File: config.mk
export PLATFORM = sky130hd
export DESIGN_NAME = scrambled_pwm_bitplane_gen
export DESIGN_NICKNAME = d
export VERILOG_FILES = /design/src/rtl/spbg_pkg.sv /design/src/rtl/spbg_cfg.sv /design/src/rtl/spbg_slot_gen.sv /design/src/rtl/spbg_out_reg.sv /design/src/rtl/scrambled_pwm_bitplane_gen.sv
export SDC_FILE = /design/constraint.sdc
export NUM_CORES = 1
export LEC_CHECK = 0
export BUFFER_PORTS_ARGS = -buffer_cell sky130_fd_sc_hd__buf_2
export CAP_MARGIN = 20
export CORE_UTILIZATION = 48
export CTS_CLUSTER_DIAMETER = 30
export DETAILED_ROUTE_END_ITERATION = 6
export PLACE_DENSITY = 0.68
export SLEW_MARGIN = 30
export SYNTH_ARGS = -nofsm -noshare
export SYNTH_HDL_FRONTEND = slang
export SYNTH_SLANG_ARGS = --single-unit
File: constraint.sdc
create_clock -name clk -period 5.7 [get_ports clk]
set_input_delay 1.71 -clock clk [delete_from_list [all_inputs] [get_ports clk]]
set_output_delay 1.71 -clock clk [all_outputs]
set_load 0.02 [all_outputs]
File: src/rtl/spbg_pkg.sv
`default_nettype none

package spbg_pkg;

    localparam int MAX_SLOT_BITS = 6;
    localparam int BITS_W        = 3;
    localparam int SLOT_W        = MAX_SLOT_BITS;
    localparam int STEP_W        = MAX_SLOT_BITS + 1;
    localparam int CHAN_N        = 6;
    localparam int COL_W         = 6;
    localparam int ROW_W         = 4;
    localparam int VAL_W         = 8;
    localparam int ADDR_W        = 3;
    localparam int DATA_W        = 32;
    localparam int SCALE_W       = VAL_W + MAX_SLOT_BITS + 1;

    localparam logic [BITS_W-1:0] SLOT_BITS_RESET = BITS_W'(4);
    localparam logic [BITS_W-1:0] SLOT_BITS_MAX   = BITS_W'(MAX_SLOT_BITS);
    localparam logic [ADDR_W-3:0] REG_SLOT_BITS   = '0;

    typedef logic [STEP_W-1:0] step_t;

    typedef struct packed {
        logic [SLOT_W-1:0] slot_index;
        logic [COL_W-1:0]  column;
        logic [ROW_W-1:0]  row;
        logic [CHAN_N-1:0] lit_bits;
        logic              bank;
        logic              last_slot;
    } result_t;

    // on-count of a channel: round(v * 2^b / 255)
    function automatic step_t pwm_steps(input logic [VAL_W-1:0] v,
                                        input logic [BITS_W-1:0] b);
        logic [SCALE_W-1:0] n;
        logic [SCALE_W:0]   q;
        n = (SCALE_W'(v) << b) + SCALE_W'(127);
        q = (SCALE_W+1)'(n) + (SCALE_W+1)'(n >> 8) + (SCALE_W+1)'(1);
        return STEP_W'(q >> 8);
    endfunction

    // binary-tree scrambled rank of a slot
    function automatic logic [SLOT_W-1:0] slot_rank(input logic [SLOT_W-1:0] s,
                                                    input logic [BITS_W-1:0] b);
        logic [BITS_W-1:0] t;
        logic [SLOT_W-1:0] half;
        logic [SLOT_W:0]   top;
        logic [BITS_W-1:0] sh;
        t    = '0;
        half = '0;
        top  = '0;
        sh   = '0;
        for (int i = SLOT_W - 1; i >= 0; i--)
        begin
            if (s[i])
            begin
                t = BITS_W'(i);
            end
        end
        if (b == '0)
        begin
            return '0;
        end
        half = SLOT_W'((SLOT_W+1)'(1) << (b - BITS_W'(1)));
        if (s == half)
        begin
            return '0;
        end
        if (s == '0)
        begin
            return SLOT_W'(1);
        end
        sh  = b - BITS_W'(1) - t;
        top = (SLOT_W+1)'(1) << sh;
        return SLOT_W'(top + (SLOT_W+1)'(s >> (t + BITS_W'(1))));
    endfunction

endpackage

`default_nettype wire

File: src/rtl/spbg_cfg.sv
`default_nettype none

module spbg_cfg
    import spbg_pkg::*;
(
    input  wire logic              clk,
    input  wire logic              rst_n,
    input  wire logic              psel,
    input  wire logic              penable,
    input  wire logic              pwrite,
    input  wire logic [ADDR_W-1:0] paddr,
    input  wire logic [DATA_W-1:0] pwdata,
    output logic      [DATA_W-1:0] prdata,
    output logic                   pready,
    output logic      [BITS_W-1:0] eff_bits
);

    logic [BITS_W-1:0] slot_bits_reg;
    logic [BITS_W-1:0] slot_bits_next;
    logic              sel_slot_bits;

    assign pready        = 1'b1;
    assign sel_slot_bits = (paddr[ADDR_W-1:2] == REG_SLOT_BITS);

    always_comb
    begin
        slot_bits_next = slot_bits_reg;
        if (psel && penable && pwrite && sel_slot_bits)
        begin
            slot_bits_next = pwdata[BITS_W-1:0];
        end
    end

    always_ff @(posedge clk or negedge rst_n)
    begin
        if (!rst_n)
        begin
            slot_bits_reg <= SLOT_BITS_RESET;
        end
        else
        begin
            slot_bits_reg <= slot_bits_next;
        end
    end

    assign prdata   = sel_slot_bits ? DATA_W'(slot_bits_reg) : '0;
    // values above the maximum saturate
    assign eff_bits = (slot_bits_reg > SLOT_BITS_MAX) ? SLOT_BITS_MAX : slot_bits_reg;

endmodule

`default_nettype wire

File: src/rtl/spbg_slot_gen.sv
`default_nettype none

module spbg_slot_gen
    import spbg_pkg::*;
(
    input  wire logic              clk,
    input  wire logic              rst_n,
    input  wire logic [BITS_W-1:0] eff_bits,
    input  wire logic              in_valid,
    output logic                   in_stall,
    input  wire logic [COL_W-1:0]  column,
    input  wire logic [ROW_W-1:0]  row,
    input  wire logic [VAL_W-1:0]  red_upper,
    input  wire logic [VAL_W-1:0]  green_upper,
    input  wire logic [VAL_W-1:0]  blue_upper,
    input  wire logic [VAL_W-1:0]  red_lower,
    input  wire logic [VAL_W-1:0]  green_lower,
    input  wire logic [VAL_W-1:0]  blue_lower,
    input  wire logic              frame_end,
    output logic                   res_valid,
    input  wire logic              res_ready,
    output result_t                res
);

    logic              item_valid_reg;
    logic              item_valid_next;
    logic [SLOT_W-1:0] slot_reg;
    logic [SLOT_W-1:0] slot_next;
    logic              frame_bank_reg;
    logic              frame_bank_next;
    logic [BITS_W-1:0] bits_reg;
    logic [COL_W-1:0]  column_reg;
    logic [ROW_W-1:0]  row_reg;
    logic              bank_reg;
    step_t             steps_reg [CHAN_N];

    logic              accept;
    logic              advance;
    logic              last;
    logic              done;
    logic [SLOT_W-1:0] slot_mask;
    logic [SLOT_W-1:0] rank;
    logic [VAL_W-1:0]  chan_val [CHAN_N];

    assign chan_val[0] = red_upper;
    assign chan_val[1] = green_upper;
    assign chan_val[2] = blue_upper;
    assign chan_val[3] = red_lower;
    assign chan_val[4] = green_lower;
    assign chan_val[5] = blue_lower;

    assign slot_mask = SLOT_W'(((SLOT_W+1)'(1) << bits_reg) - (SLOT_W+1)'(1));
    assign last      = (slot_reg == slot_mask);
    assign advance   = item_valid_reg && res_ready;
    assign done      = advance && last;
    assign in_stall  = item_valid_reg && !done;
    assign accept    = in_valid && !in_stall;
    assign rank      = slot_rank(slot_reg, bits_reg);

    always_comb
    begin
        item_valid_next = item_valid_reg;
        slot_next       = slot_reg;
        frame_bank_next = frame_bank_reg;
        if (accept)
        begin
            item_valid_next = 1'b1;
            slot_next       = '0;
            frame_bank_next = frame_bank_reg ^ frame_end;
        end
        else if (done)
        begin
            item_valid_next = 1'b0;
        end
        else if (advance)
        begin
            slot_next = slot_reg + SLOT_W'(1);
        end
    end

    always_ff @(posedge clk or negedge rst_n)
    begin
        if (!rst_n)
        begin
            item_valid_reg <= 1'b0;
            slot_reg       <= '0;
            frame_bank_reg <= 1'b0;
        end
        else
        begin
            item_valid_reg <= item_valid_next;
            slot_reg       <= slot_next;
            frame_bank_reg <= frame_bank_next;
        end
    end

    // request payload
    always_ff @(posedge clk)
    begin
        if (accept)
        begin
            bits_reg   <= eff_bits;
            column_reg <= column;
            row_reg    <= row;
            bank_reg   <= frame_bank_reg;
            for (int c = 0; c < CHAN_N; c++)
            begin
                steps_reg[c] <= pwm_steps(chan_val[c], eff_bits);
            end
        end
    end

    assign res_valid = item_valid_reg;

    always_comb
    begin
        res.slot_index = slot_reg;
        res.column     = column_reg;
        res.row        = row_reg;
        res.bank       = bank_reg;
        res.last_slot  = last;
        for (int c = 0; c < CHAN_N; c++)
        begin
            res.lit_bits[c] = (STEP_W'(rank) < steps_reg[c]);
        end
    end

    slot_in_range: assert property (@(posedge clk) disable iff (!rst_n)
        item_valid_reg |-> ((slot_reg & ~slot_mask) == '0))
        else $error("slot counter beyond slot count");

    slot_steps: assert property (@(posedge clk) disable iff (!rst_n)
        (item_valid_reg && res_ready && !last)
            |=> (item_valid_reg && slot_reg == $past(slot_reg) + SLOT_W'(1)))
        else $error("slot counter did not step");

    slot_holds: assert property (@(posedge clk) disable iff (!rst_n)
        (item_valid_reg && !res_ready) |=> (item_valid_reg && $stable(slot_reg)))
        else $error("slot moved while result blocked");

endmodule

`default_nettype wire

File: src/rtl/spbg_out_reg.sv
`default_nettype none

module spbg_out_reg
    import spbg_pkg::*;
(
    input  wire logic    clk,
    input  wire logic    rst_n,
    input  wire logic    res_valid,
    output logic         res_ready,
    input  wire result_t res,
    output logic         out_valid,
    input  wire logic    out_stall,
    output result_t      out_res
);

    logic    out_valid_reg;
    logic    out_valid_next;
    result_t out_res_reg;

    assign res_ready = !out_valid_reg || !out_stall;

    always_comb
    begin
        out_valid_next = out_valid_reg;
        if (res_ready)
        begin
            out_valid_next = res_valid;
        end
    end

    always_ff @(posedge clk or negedge rst_n)
    begin
        if (!rst_n)
        begin
            out_valid_reg <= 1'b0;
        end
        else
        begin
            out_valid_reg <= out_valid_next;
        end
    end

    always_ff @(posedge clk)
    begin
        if (res_ready && res_valid)
        begin
            out_res_reg <= res;
        end
    end

    assign out_valid = out_valid_reg;
    assign out_res   = out_res_reg;

endmodule

`default_nettype wire

File: src/rtl/scrambled_pwm_bitplane_gen.sv
// scrambled pwm bitplane generator for a two-half led panel
// input channel: in_valid / in_stall, one pixel pair per request
// (column, row, upper and lower rgb, frame_end)
// output channel: out_valid / out_stall, one request per pwm slot
// each pixel pair yields 2^b slot requests in ascending slot order,
// b = slot_bits register (saturated at 6), last_slot marks the final one
// a slot lights a channel when its tree-scrambled rank is below
// round(v * 2^b / 255)
// a taken pixel pair is registered in the slot generator, and each slot
// then in the output register; throughput: one slot per cycle while
// out_stall is low, set by the single slot counter
// the next pixel pair is taken in the cycle its predecessor's last slot
// moves to the output register; slot_bits is written over the apb port
// at byte address 0, by the user only while idle, unenforced by the block
// reset: no requests pending, slot_bits = 4, frame bank = 0
// bank toggles for the pixel pair after one flagged frame_end
// an output stall holds the current slot; the input stalls once the
// slot counter is busy
`default_nettype none

module scrambled_pwm_bitplane_gen
    import spbg_pkg::*;
(
    input  wire logic              clk,
    input  wire logic              rst_n,
    input  wire logic              psel,
    input  wire logic              penable,
    input  wire logic              pwrite,
    input  wire logic [ADDR_W-1:0] paddr,
    input  wire logic [DATA_W-1:0] pwdata,
    output logic      [DATA_W-1:0] prdata,
    output logic                   pready,
    input  wire logic              in_valid,
    output logic                   in_stall,
    input  wire logic [COL_W-1:0]  column,
    input  wire logic [ROW_W-1:0]  row,
    input  wire logic [VAL_W-1:0]  red_upper,
    input  wire logic [VAL_W-1:0]  green_upper,
    input  wire logic [VAL_W-1:0]  blue_upper,
    input  wire logic [VAL_W-1:0]  red_lower,
    input  wire logic [VAL_W-1:0]  green_lower,
    input  wire logic [VAL_W-1:0]  blue_lower,
    input  wire logic              frame_end,
    output logic                   out_valid,
    input  wire logic              out_stall,
    output logic      [SLOT_W-1:0] slot_index,
    output logic      [COL_W-1:0]  out_column,
    output logic      [ROW_W-1:0]  out_row,
    output logic      [CHAN_N-1:0] lit_bits,
    output logic                   out_bank,
    output logic                   last_slot
);

    logic [BITS_W-1:0] eff_bits;
    logic              res_valid;
    logic              res_ready;
    result_t           res;
    result_t           out_res;

    spbg_cfg u_cfg (
        .clk      (clk),
        .rst_n    (rst_n),
        .psel     (psel),
        .penable  (penable),
        .pwrite   (pwrite),
        .paddr    (paddr),
        .pwdata   (pwdata),
        .prdata   (prdata),
        .pready   (pready),
        .eff_bits (eff_bits)
    );

    spbg_slot_gen u_slot_gen (
        .clk         (clk),
        .rst_n       (rst_n),
        .eff_bits    (eff_bits),
        .in_valid    (in_valid),
        .in_stall    (in_stall),
        .column      (column),
        .row         (row),
        .red_upper   (red_upper),
        .green_upper (green_upper),
        .blue_upper  (blue_upper),
        .red_lower   (red_lower),
        .green_lower (green_lower),
        .blue_lower  (blue_lower),
        .frame_end   (frame_end),
        .res_valid   (res_valid),
        .res_ready   (res_ready),
        .res         (res)
    );

    spbg_out_reg u_out_reg (
        .clk       (clk),
        .rst_n     (rst_n),
        .res_valid (res_valid),
        .res_ready (res_ready),
        .res       (res),
        .out_valid (out_valid),
        .out_stall (out_stall),
        .out_res   (out_res)
    );

    assign slot_index = out_res.slot_index;
    assign out_column = out_res.column;
    assign out_row    = out_res.row;
    assign lit_bits   = out_res.lit_bits;
    assign out_bank   = out_res.bank;
    assign last_slot  = out_res.last_slot;

endmodule

`default_nettype wire
==> results.toml <==
[logic_synthesis]
postSynthAreaPerCell_um2 = 8.83
yosysWarnings = 0
synth_edf_count = 80
synth-main-ff-cell = "edfxtp_1"
synth_cell_type_count = 98
async_flop_share = 0.130
postSynthCellCount = 1248
ys_ff_latch = 92
ys_seq_area_frac = 0.245
synthesis.area_mm2 = 0.0110

[critical_path]
start_kind = "primary input"
cp_max_fo = 5
cp.arrival_ps = 5450
cp-end-kind = "flip-flop"
path_class = "primary input to flip-flop"
crit_required_ps = 5800

[cells_and_area]
final_cell_area_mm2 = 0.0122
seqCellArea_mm2 = 0.00271
nNetsFinal = 1534
final_util = 0.538
fill_cells = 2114
drive_gt1_frac = 0.185
synthToLayoutAreaGrowth_pct = 10.3
largest_register_ff_count = 42
diodes = 0
multi_input_area_mm2 = 0.00756

[global_route]
grt_first_pass_wirelength_um = 46300
use_met3 = 0.0375
met2_usage = 0.411
grt_usage = 0.244
grt_antenna_before_repair = 2
grt_max_degree = 70
groute.layer.met1.usage = 0.324
overflow = 0
grt_pass1_vias = 9152
top_usage_layer = "met2"

[timing]
finClkSkew_ps = 7.77
rsz0062_at_grt = "false"
holdWs_ps = 421
min_period_ps = 5350
finalMaxSlewViolations = 0
setup_viol = 0
finalHoldViolations = 0
fin_setup_tns_ps = 0
worstMarginPinSlew_ps = 815
min_period_over_period = 0.939
fmax_mhz = 187
maxSlewHeadroom = 0.452

[routing]
drc = 0
vias = 9587
via_per_inst = 5.86
antenna_left = 0
drtIter0Drc = 590
drtPass1Iterations = 7
wl_um = 28000
wire_per_inst_um = 17.1

[clock_tree]
cts_setup_buffers = 0
clockBufferDepth = 2
cts.sinks = 92
clk_pin_slew_ps = 60
clk_latency_ps = 350
numCtsBuffers = 9
cts_tree = "done"
cts-root-buf = "clkbuf_16"
cts-hold-fix-buffers = 0
htreeDepth = 3
cts_resized = 0

[placement]
io_buffers = 98
place.gp.congestion = 0.898
place_hpwl_um = 21400
dpl-instance-area_mm2 = 0.0119

[floorplanning]
fp.dieW_um = 154
chipHeight_um = 154
dieArea_mm2 = 0.0236
core_mm2 = 0.0226
io-pin-count = 160
rows = 55
initial_core_util = 0.488

[power_and_ir_drop]
p_sw_mw = 2.23
pwr-share-clk = 0.121
power_frac_comb = 0.677
p_sw_frac = 0.470
power_mw = 4.75
intPower_mw = 2.52
power-per-cell-area_mw_per_mm2 = 391
seqPwrFrac = 0.202
leakage_nw = 5.25
ir_worst_vdd_mv = 0.202

[min_path]
min_path_type = "flip-flop to flip-flop"

[outcome]
outcome = "finished clean"

[flow_run]
max_cap_violations = 0
Yosys cell counts (32+ instances only):
cell,number,area (um2)
mux2i_1,39,390
inv_1,68,255
buf_4,37,278
nor2_1,68,255
o21ai_0,55,275
nand2_1,100,375
nor2b_1,40,250
xnor2_1,65,569
ha_1,86,1080
xor2_1,48,420
a21oi_1,60,300
clkbuf_1,33,124
edfxtp_1,80,2400
nand2b_1,32,200
cell type report:
cell class	count	area share
clock buffer	9	0.0185
clock inverter	7	0.00474
inverter	69	0.0213
multi-input combinational	1013	0.622
sequential	92	0.223
tap	285	0.0293
timing repair buffer	160	0.0807
cell usage in the layout (no fill, tap or decap), types with 9 or more instances in the layout:
master	Yosys	final
nand2_1	100	100
a22o_1	12	12
and3_1	11	11
nor3_1	27	27
edfxtp_1	80	80
o21a_1	11	11
nor2b_1	40	39
inv_1	68	67
o22ai_1	12	12
a211oi_1	13	13
clkbuf_16	0	9
nor2_1	68	68
buf_4	37	60
mux2_2	30	30
nand3b_1	11	11
a22oi_1	10	10
nand4_1	11	11
nand3_1	23	23
a21o_1	28	28
nand2b_1	32	32
nor3b_1	11	11
mux2i_1	39	39
conb_1	2	30
and2_1	14	14
o21ai_0	55	55
a21oi_1	60	60
xor2_1	48	48
buf_2	21	98
dfrtp_1	11	9
a221oi_1	13	13
xnor2_1	65	65
ha_1	86	86
power by group through the flow:
stage               Combinational, mW  Sequential (mW)  Clock (mW)
finish                           3.22            0.960       0.577
global route                     3.61            0.973       0.624
CTS                              3.21            0.960       0.594
detailed placement               3.19            0.974           0
global placement                 3.11            0.973           0
floorplan                        2.40            0.929           0
stage by stage:
step,instances,worst slack (ps)
global route,1635,12.0
floorplan,1276,205
finish,1635,347
global placement,1619,55.3
CTS,1635,335
detailed placement,1619,-25.8
cells by family after synthesis:
family	Yosys count	synth area share
AND/OR/NAND/NOR	402	0.202
AO/OA/AOI/OAI	302	0.197
buffers and inverters	171	0.0787
XOR/XNOR	113	0.0898
flip-flops	92	0.245
adder cells (fa/ha/maj)	88	0.101
multiplexers	78	0.0852
other	2	0.000682
path summary, 6_finish.rpt:
check                                         start                          to  slack (ps)  cells past startpoint
setup / recovery                      blue_lower[4]  u_slot_gen.steps_reg[5][6]         350                     15
hold / removal             u_slot_gen.column_reg[0]       u_out_reg.out_res[12]         420                      0
setup reg to reg             u_cfg.slot_bits_reg[0]  u_slot_gen.steps_reg[0][4]         510                     17
hold reg to reg            u_slot_gen.column_reg[0]       u_out_reg.out_res[12]         420                      0
max in group asynchronous                     rst_n      u_cfg.slot_bits_reg[2]        4160                      1
min in group asynchronous                     rst_n      u_slot_gen.slot_reg[2]        1240                      1
metal layers:
layer / vias up / share of wire / wire, um
li1: 4721 / - / -
met1: 4506 / 0.45 / 12700
met2: 320 / 0.46 / 13000
met3: 36 / 0.062 / 1720
met4: 4 / 0.021 / 578
met5: - / 0.0010 / 28
worst max-delay path, cell delays in order:
cell and delay [ps]:
buf_2 130, mux2_2 200, mux2i_1 90, a32oi_1 450, nor3b_1 170, or4_4 460
a2111oi_2 460, mux2i_1 180, ha_1 240, a2111o_1 380, a211oi_1 200, o21ai_0 100
o221ai_1 110, and4bb_2 310, a41o_1 250
(Power assumes the default switching activity.)
